[src/sv/spr_pkg.sv]
// ----------------------------------------------------------------------------
// spr_pkg
// Shared types and constants for the stream pattern replace block.
// ----------------------------------------------------------------------------
package spr_pkg;

    // field widths
    localparam int DATA_W     = 8;
    localparam int LEN_W      = 4;
    localparam int CFG_DATA_W = 64;
    localparam int CFG_IDX_W  = 2;

    // default capacity of pattern and replacement
    localparam int DEF_MAX_PATTERN_BYTES = 8;
    localparam int DEF_MAX_REPLACE_BYTES = 8;

    // register indexes
    localparam logic [CFG_IDX_W-1:0] REG_PATTERN_BYTES      = 2'd0;
    localparam logic [CFG_IDX_W-1:0] REG_PATTERN_LENGTH     = 2'd1;
    localparam logic [CFG_IDX_W-1:0] REG_REPLACEMENT_BYTES  = 2'd2;
    localparam logic [CFG_IDX_W-1:0] REG_REPLACEMENT_LENGTH = 2'd3;

    // one input request
    typedef struct packed {
        logic [DATA_W-1:0] data_byte;
        logic              stream_end;
    } in_item_t;

    // one result
    typedef struct packed {
        logic [DATA_W-1:0] out_byte;
        logic              run_last;
        logic              output_end;
        logic              any_replaced;
    } out_item_t;

endpackage

[src/sv/stream_pattern_replace.sv]
// ----------------------------------------------------------------------------
// stream_pattern_replace
// Streaming find and replace of a configured byte pattern.
// ----------------------------------------------------------------------------
// Bytes enter one request at a time and leave rewritten: every leftmost,
// non-overlapping occurrence of the pattern is replaced, other bytes pass in
// order, and the request marked stream_end flushes the pending bytes and ends
// the stream. Timing: after a request is accepted, in_stall stays high while
// the request is evaluated and its result bytes are moved out, and longer
// while out_stall is high, so no new request is taken before the last one is
// through. The stall is set by the single prefix comparator, used once per
// cycle, and by the one result byte moved per cycle, while out_stall allows,
// through a holding register into the output register.
// ----------------------------------------------------------------------------
module stream_pattern_replace
    import spr_pkg::*;
#(
    parameter int MAX_PATTERN_BYTES = DEF_MAX_PATTERN_BYTES,
    parameter int MAX_REPLACE_BYTES = DEF_MAX_REPLACE_BYTES
)
(
    input  logic                  clk,
    input  logic                  rst_n,
    input  logic                  cfg_write,
    input  logic [CFG_IDX_W-1:0]  cfg_index,
    input  logic [CFG_DATA_W-1:0] cfg_data,
    input  logic                  in_valid,
    output logic                  in_stall,
    input  in_item_t              in_item,
    output logic                  out_valid,
    input  logic                  out_stall,
    output out_item_t             out_item
);

    localparam int WIN_W     = MAX_PATTERN_BYTES * 8;
    localparam int REP_W     = MAX_REPLACE_BYTES * 8;
    localparam int REP_IDX_W = (MAX_REPLACE_BYTES > 1) ? $clog2(MAX_REPLACE_BYTES) : 1;

    // sequencer states
    localparam logic [2:0] ST_IDLE = 3'd0;
    localparam logic [2:0] ST_EVAL = 3'd1;
    localparam logic [2:0] ST_REPL = 3'd2;
    localparam logic [2:0] ST_SCAN = 3'd3;
    localparam logic [2:0] ST_DONE = 3'd4;

    logic [WIN_W-1:0] pattern;
    logic [LEN_W-1:0] pattern_len;
    logic [REP_W-1:0] replace;
    logic [LEN_W-1:0] replace_len;
    logic             match;

    logic [2:0]           state_reg, state_next;
    logic [WIN_W-1:0]     window_reg, window_next;
    logic [LEN_W-1:0]     count_reg, count_next;
    logic                 last_reg, last_next;
    logic                 replaced_reg, replaced_next;
    logic [REP_IDX_W-1:0] rep_idx_reg, rep_idx_next;
    logic                 hold_valid_reg, hold_valid_next;
    logic [DATA_W-1:0]    hold_byte_reg, hold_byte_next;
    logic                 out_valid_reg, out_valid_next;
    out_item_t            out_item_reg, out_item_next;

    logic [WIN_W-1:0] appended;
    logic             out_free;
    logic             emit_ok;
    logic             release_needed;

    // configuration registers
    spr_cfg_regs #(
        .MAX_PATTERN_BYTES (MAX_PATTERN_BYTES),
        .MAX_REPLACE_BYTES (MAX_REPLACE_BYTES)
    ) u_cfg (
        .clk         (clk),
        .rst_n       (rst_n),
        .cfg_write   (cfg_write),
        .cfg_index   (cfg_index),
        .cfg_data    (cfg_data),
        .pattern     (pattern),
        .pattern_len (pattern_len),
        .replace     (replace),
        .replace_len (replace_len)
    );

    // shared prefix comparator, always over the current window fill
    spr_prefix_cmp #(
        .MAX_PATTERN_BYTES (MAX_PATTERN_BYTES)
    ) u_cmp (
        .window  (window_reg),
        .pattern (pattern),
        .len     (count_reg),
        .match   (match)
    );

    // window with the incoming byte placed after the pending bytes
    always_comb
    begin
        for (int i = 0; i < MAX_PATTERN_BYTES; i++)
        begin
            if (LEN_W'(i) < count_reg)
                appended[i*8 +: 8] = window_reg[i*8 +: 8];
            else if (LEN_W'(i) == count_reg)
                appended[i*8 +: 8] = in_item.data_byte;
            else
                appended[i*8 +: 8] = '0;
        end
    end

    assign out_free       = !out_valid_reg || !out_stall;
    assign emit_ok        = !hold_valid_reg || out_free;
    assign release_needed = (count_reg != '0) &&
                            (last_reg || !((count_reg < pattern_len) && match));

    // sequencer and datapath
    always_comb
    begin
        state_next      = state_reg;
        window_next     = window_reg;
        count_next      = count_reg;
        last_next       = last_reg;
        replaced_next   = replaced_reg;
        rep_idx_next    = rep_idx_reg;
        hold_valid_next = hold_valid_reg;
        hold_byte_next  = hold_byte_reg;
        out_valid_next  = out_valid_reg;
        out_item_next   = out_item_reg;

        if (out_valid_reg && !out_stall)
            out_valid_next = 1'b0;

        unique case (state_reg)
            ST_IDLE:
            begin
                if (in_valid)
                begin
                    window_next = appended;
                    count_next  = count_reg + LEN_W'(1);
                    last_next   = in_item.stream_end;
                    state_next  = ST_EVAL;
                end
            end

            ST_EVAL:
            begin
                if ((count_reg == pattern_len) && match)
                begin
                    replaced_next = 1'b1;
                    rep_idx_next  = '0;
                    state_next    = ST_REPL;
                end
                else
                begin
                    state_next = ST_SCAN;
                end
            end

            ST_REPL:
            begin
                if (emit_ok)
                begin
                    if (hold_valid_reg)
                    begin
                        out_valid_next = 1'b1;
                        out_item_next  = '{hold_byte_reg, 1'b0, 1'b0, replaced_reg};
                    end
                    hold_valid_next = 1'b1;
                    hold_byte_next  = replace[rep_idx_reg*8 +: 8];
                    if (LEN_W'(rep_idx_reg) == replace_len - LEN_W'(1))
                    begin
                        window_next = '0;
                        count_next  = '0;
                        state_next  = ST_SCAN;
                    end
                    else
                    begin
                        rep_idx_next = rep_idx_reg + REP_IDX_W'(1);
                    end
                end
            end

            ST_SCAN:
            begin
                if (release_needed)
                begin
                    if (emit_ok)
                    begin
                        if (hold_valid_reg)
                        begin
                            out_valid_next = 1'b1;
                            out_item_next  = '{hold_byte_reg, 1'b0, 1'b0, replaced_reg};
                        end
                        hold_valid_next = 1'b1;
                        hold_byte_next  = window_reg[7:0];
                        window_next     = window_reg >> 8;
                        count_next      = count_reg - LEN_W'(1);
                    end
                end
                else
                begin
                    state_next = ST_DONE;
                end
            end

            ST_DONE:
            begin
                // final byte of this request carries the end marks
                if (!hold_valid_reg || out_free)
                begin
                    if (hold_valid_reg)
                    begin
                        out_valid_next  = 1'b1;
                        out_item_next   = '{hold_byte_reg, 1'b1, last_reg, replaced_reg};
                        hold_valid_next = 1'b0;
                    end
                    if (last_reg)
                    begin
                        replaced_next = 1'b0;
                        window_next   = '0;
                    end
                    state_next = ST_IDLE;
                end
            end

            default:
            begin
                state_next = ST_IDLE;
            end
        endcase
    end

    // control registers
    always_ff @(posedge clk or negedge rst_n)
    begin
        if (!rst_n)
        begin
            state_reg      <= ST_IDLE;
            count_reg      <= '0;
            window_reg     <= '0;
            last_reg       <= 1'b0;
            replaced_reg   <= 1'b0;
            rep_idx_reg    <= '0;
            hold_valid_reg <= 1'b0;
            out_valid_reg  <= 1'b0;
        end
        else
        begin
            state_reg      <= state_next;
            count_reg      <= count_next;
            window_reg     <= window_next;
            last_reg       <= last_next;
            replaced_reg   <= replaced_next;
            rep_idx_reg    <= rep_idx_next;
            hold_valid_reg <= hold_valid_next;
            out_valid_reg  <= out_valid_next;
        end
    end

    // payload registers
    always_ff @(posedge clk)
    begin
        hold_byte_reg <= hold_byte_next;
        out_item_reg  <= out_item_next;
    end

    assign in_stall  = (state_reg != ST_IDLE);
    assign out_valid = out_valid_reg;
    assign out_item  = out_item_reg;

endmodule

[src/sv/spr_cfg_regs.sv]
// ----------------------------------------------------------------------------
// spr_cfg_regs
// Configuration registers with length clamping to the supported range.
// ----------------------------------------------------------------------------
module spr_cfg_regs
    import spr_pkg::*;
#(
    parameter int MAX_PATTERN_BYTES = DEF_MAX_PATTERN_BYTES,
    parameter int MAX_REPLACE_BYTES = DEF_MAX_REPLACE_BYTES
)
(
    input  logic                           clk,
    input  logic                           rst_n,
    input  logic                           cfg_write,
    input  logic [CFG_IDX_W-1:0]           cfg_index,
    input  logic [CFG_DATA_W-1:0]          cfg_data,
    output logic [MAX_PATTERN_BYTES*8-1:0] pattern,
    output logic [LEN_W-1:0]               pattern_len,
    output logic [MAX_REPLACE_BYTES*8-1:0] replace,
    output logic [LEN_W-1:0]               replace_len
);

    localparam logic [LEN_W-1:0] PLEN_MAX = LEN_W'(MAX_PATTERN_BYTES);
    localparam logic [LEN_W-1:0] RLEN_MAX = LEN_W'(MAX_REPLACE_BYTES);
    localparam logic [LEN_W-1:0] LEN_ONE  = LEN_W'(1);

    logic [MAX_PATTERN_BYTES*8-1:0] pattern_reg;
    logic [LEN_W-1:0]               pattern_len_reg;
    logic [MAX_REPLACE_BYTES*8-1:0] replace_reg;
    logic [LEN_W-1:0]               replace_len_reg;

    // register writes, unknown indexes ignored
    always_ff @(posedge clk or negedge rst_n)
    begin
        if (!rst_n)
        begin
            pattern_reg     <= '0;
            pattern_len_reg <= LEN_ONE;
            replace_reg     <= '0;
            replace_len_reg <= LEN_ONE;
        end
        else if (cfg_write)
        begin
            unique case (cfg_index)
                REG_PATTERN_BYTES:
                    pattern_reg <= cfg_data[MAX_PATTERN_BYTES*8-1:0];
                REG_PATTERN_LENGTH:
                    pattern_len_reg <= cfg_data[LEN_W-1:0];
                REG_REPLACEMENT_BYTES:
                    replace_reg <= cfg_data[MAX_REPLACE_BYTES*8-1:0];
                REG_REPLACEMENT_LENGTH:
                    replace_len_reg <= cfg_data[LEN_W-1:0];
                default:
                    pattern_reg <= pattern_reg;
            endcase
        end
    end

    // zero counts as one, above capacity counts as capacity
    always_comb
    begin
        if (pattern_len_reg == '0)
            pattern_len = LEN_ONE;
        else if (pattern_len_reg > PLEN_MAX)
            pattern_len = PLEN_MAX;
        else
            pattern_len = pattern_len_reg;

        if (replace_len_reg == '0)
            replace_len = LEN_ONE;
        else if (replace_len_reg > RLEN_MAX)
            replace_len = RLEN_MAX;
        else
            replace_len = replace_len_reg;
    end

    assign pattern = pattern_reg;
    assign replace = replace_reg;

endmodule

[src/sv/spr_prefix_cmp.sv]
// ----------------------------------------------------------------------------
// spr_prefix_cmp
// Compares the first len bytes of the window against the pattern.
// ----------------------------------------------------------------------------
module spr_prefix_cmp
    import spr_pkg::*;
#(
    parameter int MAX_PATTERN_BYTES = DEF_MAX_PATTERN_BYTES
)
(
    input  logic [MAX_PATTERN_BYTES*8-1:0] window,
    input  logic [MAX_PATTERN_BYTES*8-1:0] pattern,
    input  logic [LEN_W-1:0]               len,
    output logic                           match
);

    logic [MAX_PATTERN_BYTES-1:0] byte_ok;

    // each byte below len must agree, bytes beyond len are ignored
    always_comb
    begin
        for (int i = 0; i < MAX_PATTERN_BYTES; i++)
        begin
            byte_ok[i] = (LEN_W'(i) >= len) ||
                         (window[i*8 +: 8] == pattern[i*8 +: 8]);
        end
    end

    assign match = &byte_ok;

endmodule

[config.mk]
export PLATFORM = sky130hd
export DESIGN_NAME = stream_pattern_replace
export DESIGN_NICKNAME = d
export VERILOG_FILES = /design/src/sv/spr_pkg.sv /design/src/sv/stream_pattern_replace.sv /design/src/sv/spr_cfg_regs.sv /design/src/sv/spr_prefix_cmp.sv
export SDC_FILE = /design/constraint.sdc
export NUM_CORES = 1
export LEC_CHECK = 0
export BUFFER_PORTS_ARGS = -buffer_cell sky130_fd_sc_hd__buf_2
export CAP_MARGIN = 20
export CORE_MARGIN = 10
export CORE_UTILIZATION = 45
export CTS_BUF_LIST = sky130_fd_sc_hd__clkbuf_4
export DETAILED_ROUTE_END_ITERATION = 10
export PLACE_DENSITY_LB_ADDON = 0.08
export SLEW_MARGIN = 30
export SYNTH_ARGS = -nofsm -noshare
export SYNTH_HDL_FRONTEND = slang
export SYNTH_HIERARCHICAL = 1
export SYNTH_SLANG_ARGS = --single-unit
[constraint.sdc]
create_clock -name clk -period 3.6 [get_ports clk]
set_clock_uncertainty 0.05 [all_clocks]
set_input_delay 0.36 -clock clk [delete_from_list [all_inputs] [get_ports clk]]
set_output_delay 0.36 -clock clk [all_outputs]
set_load 0.005 [all_outputs]
# [Yosys cells after proc, flatten, opt, wreduce, memory -nomap -nowiden]
# Index checks and enable logic that the tools add are counted.
[op_classes] n_reduce_logical=54 shift=1 eq_ne=43 mux=68 addsub=4 order_cmp=19
[ops] op="$mux W64" n=7
[ops] op="$pmux W64 S4" n=1
[ops] op="$mux W8" n=19
[ops] op="$reduce_and A9 Y1" n=8
[ops] op="$eq A8 B8 Y1" n=8
[ops] op="$shiftx A64 B7 Y8" n=1
[ops] op="$mux W11" n=5
[ops] op="$ne A2 B2 Y1 const B" n=19
[ops] op="$mux W4" n=9
[ops] op="$pmux W11 S3" n=1
[ops] op="$mux W3" n=8
[ops] op="$eq A3 B4 Y1 const A" n=4
[ops] op="$ge A3 B4 Y1 const A" n=4
[ops] op="$lt A3 B4 Y1 const A" n=4
[ops] op="$pmux W8 S2" n=1
[ops] op="$reduce_and A4 Y1" n=4
[ops] op="$pmux W3 S5" n=1
[ops] op="$logic_not A4 Y1" n=3
[ops] op="$pmux W4 S3" n=1
[ops] op="$logic_or A1 B1 Y1" n=11
[ops] op="$mux W1" n=11
[ops] op="$reduce_and A2 Y1" n=5
[ops] op="$reduce_bool A3 Y1" n=3
[ops] op="$eq A2 B4 Y1 const A" n=2
[ops] op="other kinds (31)" n=49
[word_totals] out_inout_bits=13 inputBits=80 word_cells=213 regBits=233

# [Logic depth before layout (Yosys ltp)]
[depth] depth_word=10 ltp_mapped=12 ltp_nobuf=11

# [Modules after synthesis]
# Netlist, hierarchy kept.
[modules_own_cells] module="spr_cfg_regs" n_inst=1 area_each_um2=5743.0 cells_each=300 seq_area_each_um2=3405.8
[modules_own_cells] module="stream_pattern_replace" n_inst=1 area_each_um2=5587.9 cells_each=516 seq_area_each_um2=2522.4
[modules_own_cells] module="spr_prefix_cmp" n_inst=1 area_each_um2=764.5 cells_each=96 seq_area_each_um2=0.0

# [Worst setup path after synthesis]
# Ideal clock, no wire load.
[synth_timing] path_kind="flip-flop to flip-flop" start="reg count_reg[0]" end="reg window_reg[24]" slack_ns=0.498 period_less_slack_ns=3.102 path_stages_with_launch=12 n_path_buf=1 arrival_time_ns=2.927 t_required_ns=3.425 setup_time_ns=0.125 path_cell_list="dfrtp_1 > and2_1 > a2111oi_2 > a211oi_1 > nor3_1 > inv_1 > a2111oi_0 > a21oi_1 > o2111ai_4 > nand2b_1 > buf_6 > mux2_4"
[synth_via] elab_chain_len=9 word_cells_on_any_way=32 cone_classes="order compare (10); eq/ne (3); mux (4); reduce/logical (15)"
[synth_rtl] item="from (decl)" line_no="stream_pattern_replace.sv:54" source="logic [LEN_W-1:0] count_reg, count_next;"
[synth_rtl] item="from (signal assigned)" line_no="stream_pattern_replace.sv:247" source="count_reg <= count_next;"
[synth_rtl] item="$ge A1 B4 Y1 (tied with other cells)" line_no="spr_prefix_cmp.sv:24" source="byte_ok[i] = (LEN_W'(i) >= len) ||"
[synth_rtl] item="$logic_or A1 B1 Y1" line_no="spr_prefix_cmp.sv:24"
[synth_rtl] item="$reduce_and A8 Y1 *" line_no="spr_prefix_cmp.sv:29" source="assign match = &byte_ok;"
[synth_rtl] item="net match" line_no="stream_pattern_replace.sv:50" source="logic match;"
[synth_rtl] item="$logic_and A1 B1 Y1 *" line_no="stream_pattern_replace.sv:111" source="(last_reg || !((count_reg < pattern_len) && match));"
[synth_rtl] item="$logic_not A1 Y1 *" line_no="stream_pattern_replace.sv:111"
[synth_rtl] item="$logic_or A1 B1 Y1 *" line_no="stream_pattern_replace.sv:111"
[synth_rtl] item="$logic_and A1 B1 Y1 *" line_no="stream_pattern_replace.sv:110" source="assign release_needed = (count_reg != '0) &&"
[synth_rtl] item="$ne A2 B2 Y1 (no line) *"
[synth_rtl] item="$reduce_and A9 Y1 (no line) *"
[synth_rtl] item="to (signal assigned)" line_no="stream_pattern_replace.sv:248" source="window_reg <= window_next;"
[synth_rtl] item="to (decl)" line_no="stream_pattern_replace.sv:53" source="logic [WIN_W-1:0] window_reg, window_next;"
# Mark *: on every way through the listed nets, which the timed path passes. The rest lies on a longest branch. The select of a mux whose other input is x is not followed.
# A chain may end at the register's enable or synchronous reset.

# [Worst setup path in the final report]
[layout_timing] start="reg window_reg[1]" end="reg window_reg[29]"
[layout_via] elab_chain_len=9
[layout_rtl] item="$eq A8 B8 Y1" line_no="spr_prefix_cmp.sv:25" source="(window[i*8 +: 8] == pattern[i*8 +: 8]);"
[layout_rtl] item="$logic_or A1 B1 Y1" line_no="spr_prefix_cmp.sv:24"
[layout_rtl] item="$reduce_and A8 Y1" line_no="spr_prefix_cmp.sv:29"
[layout_rtl] item="net match" line_no="stream_pattern_replace.sv:50"
[layout_rtl] item="$logic_and A1 B1 Y1" line_no="stream_pattern_replace.sv:111"
[layout_rtl] item="$logic_not A1 Y1" line_no="stream_pattern_replace.sv:111"
[layout_rtl] item="$logic_or A1 B1 Y1" line_no="stream_pattern_replace.sv:111"
[layout_rtl] item="$logic_and A1 B1 Y1" line_no="stream_pattern_replace.sv:110"
[layout_rtl] item="$ne A2 B2 Y1 (no line)"
[layout_rtl] item="$reduce_and A9 Y1 (no line)"
# The timed path passes the listed nets, and every way through them passes these cells.

==> key figures <==
Pwr
  • VDD IR max: 0.000299 V
  • Leak Pwr: 6.56 nW
  • Final Power: 10.5 mW
  • PwrDens: 728 nW/um2

STA
  • TNS Setup: 0 ns
  • Crit share post-route: 0.929
  • Final setup vio count: 0
  • Slew headroom: 0.466
  • Least-Margin Pin Slew: 0.801 ns
  • Final Hold Fails: 0
  • Peak Freq: 299 MHz
  • RSZ-0062 raised after global routing: false
  • Tmin final: 3.34 ns
  • Slew Limit Fails: 0
  • Post-layout worst setup margin: 0.257 ns

GRT
  • Overall Global Routing Usage: 0.197
  • First-pass GRT wire length: 51000 um
  • Largest net degree at the start of global routing: 102
  • Vias in the first global route: 8368
  • Grt total ovfl: 0
  • Initial antenna violation count: 1

Die
  • Core area: 26300 um2
  • Die area: 33800 um2
  • Die Y: 184 um
  • Rows: 59
  • Chip width: 184 um
  • IO Pins: 93
  • Starting Density: 0.460

Final layout
  • Layout cells sized above 1: 0.390
  • Layout Nets: 1224
  • Most frequent cells in the layout: dfrtp_1 (212), mux2_4 (152), nand2_1 (96), clkbuf_4 (93), buf_2 (91)
  • Final core utilization: 0.550
  • Area grow syn2layout: 19.5%
  • Most common cell after layout, fill and taps aside: dfrtp_1

Yosys
  • Synth cell types: 57
  • Synth area leaders: dfrtp_1 (44%), mux2_4 (19%), edfxtp_1 (4.7%)
  • Yosys warnings: 6
  • Mapped Area: 12100 um2
  • Synth Area per Inst: 13.3 um2
  • Ys async rst share: 0.918
  • #FFs+latches synth: 233
  • Area leader, netlist: dfrtp_1
  • Seq/Total Area, Yosys: 0.490
  • Share of the synthesized area in the top cell type: 0.439
  • Net Count, Synth: 1003
  • EDFF count, synth: 19
  • Ys flop type: dfrtp_1
  • Mapped Cells: 912

Drt
  • TritonRoute pass-1 iters: 5
  • Routed WL: 32400 um
  • Drt wl/cell: 21.5 um
  • Antenna Nets Post-Route: 0
  • # DRC: 0
  • Initial drt markers: 594
  • Vias per inst: 5.23
  • Vias: 7894

Run status
  • Outcome: complete, no violations

Setup path
  • Crit-path max FO: 8
  • R2R depth: 12
  • Critical Path AT: 3.82 ns
  • Setup CP Type: reg -> reg
  • CP Launch Type: register
  • WP depth: 12
  • Slowest CP cell: dfrtp_1
  • Family with the most delay on the worst path: simple AND/OR/NAND/NOR gates
  • Worst path max stage delay: 0.43 ns
  • Cells along the critical path: xnor2_1, nand4_1, nor4_2, o2111ai_1, nor3_1, inv_1, a2111oi_2, a21oi_1, o2111ai_4, nand2b_1, buf_12, mux2_4
  • Worst path bufs/invs: 2
  • Critical Path End Type: register
  • Data required time of the worst path: 4.07 ns

Place
  • Pre-CTS setup slack: 0.0361 ns
  • Port buffer count: 92
  • Post-DP HPWL: 23000 um
  • GPL Wtd Cong: 0.849

Min path
  • Hold Path Stages: 3
  • Hold WC Path Type: in -> reg

Clocking
  • Htree depth: 3
  • CTS tree: built
  • Total CTS buffers: 68
  • Post-CTS setup buffer count: 0
  • Root Driver: clkbuf_4
  • Clock Path Buffers: 3
  • Clock-pin slew on the worst setup and hold paths: 0.07 ns
  • Later-pin clock latency in the skew report: 0.68 ns
  • CTS sink count: 233

Job
  • Max-capacitance violation count: 0
-- Yosys cell counts, types with 4 or more instances --
master    count
a21o_1        5
a21oi_1      12
buf_12       12
buf_2        10
buf_6         5
clkbuf_1     11
dfrtp_1     212
edfxtp_1     19
ha_1         11
inv_1        14
mux2_2       49
mux2_4      152
mux2i_1       9
mux4_2       16
nand2_1      96
nand2b_1      4
nand3_1       8
nand3b_1      4
nand4_1      15
nor2_1       27
nor2b_1      17
nor3_1        8
nor4_1        5
o21ai_0      78
xnor2_1      56
xor2_1       11
-- layer usage --
| metal | routed length (um) | global-route usage | vias up |
|---|---|---|---|
| met5 | 0 | 0 | - |
| met4 | 729 | 0.0701 | 0 |
| met3 | 1490 | 0.0401 | 50 |
| met2 | 14300 | 0.288 | 195 |
| met1 | 15900 | 0.281 | 3902 |
| li1 | - | - | 3747 |
-- worst min-delay path, delay by kind of cell --
| family | cells | cell delay [ns] |
|---|---|---|
| AND/OR/NAND/NOR | 1 | 0.18 |
| multiplexers | 1 | 0.18 |
| buffers and inverters | 1 | 0.12 |
-- worst paths after layout --
path                                                 from                              endpoint  slack, ns
min in group asynchronous                           rst_n          u_cfg/replace[4]$_DFFE_PN0P_       0.30
worst max-delay path            window_reg[1]$_DFFE_PN0P_            window_reg[29]$_DFFE_PN0P_       0.26
worst max register to register  window_reg[1]$_DFFE_PN0P_            window_reg[29]$_DFFE_PN0P_       0.26
worst min-delay path                            cfg_write  u_cfg/replace_len_reg[3]$_DFFE_PN0P_       0.17
max in group asynchronous                           rst_n         u_cfg/replace[55]$_DFFE_PN0P_       2.29
worst min register to register   replaced_reg$_DFFE_PN0P_              replaced_reg$_DFFE_PN0P_       0.43
-- cell families (layout without fill, tap and decap cells) --
family          Yosys count  in the layout  share of synthesized area
compound gates          124            124                     0.0641
flops                   233            233                      0.490
other cells               0              1                          0
xor+xnor                 67             67                     0.0485
simple gates            195            195                     0.0760
mux                     226            226                      0.272
buf+inv                  56            317                     0.0383
fa+ha+maj                11             11                     0.0114
-- per-stage QoR --
step / hold WS (ns) / cell area (um2) / cells
6_report: 0.166 / 14500 / 1509
5_1_grt: 0.159 / 14500 / 1509
4_1_cts: 0.125 / 14400 / 1508
3_5_place_dp: 0.421 / 12900 / 1329
3_3_place_gp: 0.423 / 12900 / 1329
2_1_floorplan: 0.0144 / 12100 / 912
-- cell type report --
type | instances | area (um2)
diodes | 1 | 2.50
clock buffers | 93 | 698
clock inverters | 17 | 119
fillers | 2221 | 11800
inverters | 14 | 52.6
multi-input cells | 623 | 5740
flip-flops and latches | 233 | 5930
well taps | 335 | 419
repair buffers | 193 | 1500
-- power breakdown --
group	total (mW)	leakage [nW]	switching, mW	internal (mW)
clock network	2.45	0.492	1.12	1.33
registers	3.94	2.85	0.602	3.34
logic	4.14	3.22	2.07	2.06
total	10.5	6.56	3.80	6.73
-- repair_timing --
item | 4_1_cts | 5_1_grt
gates resized for setup | 0 | 3
hold buffers | 69 | 0
setup endpoints to repair | 0 | 78
hold endpoints to repair | 233 | 0
(Power assumes the default switching activity.)
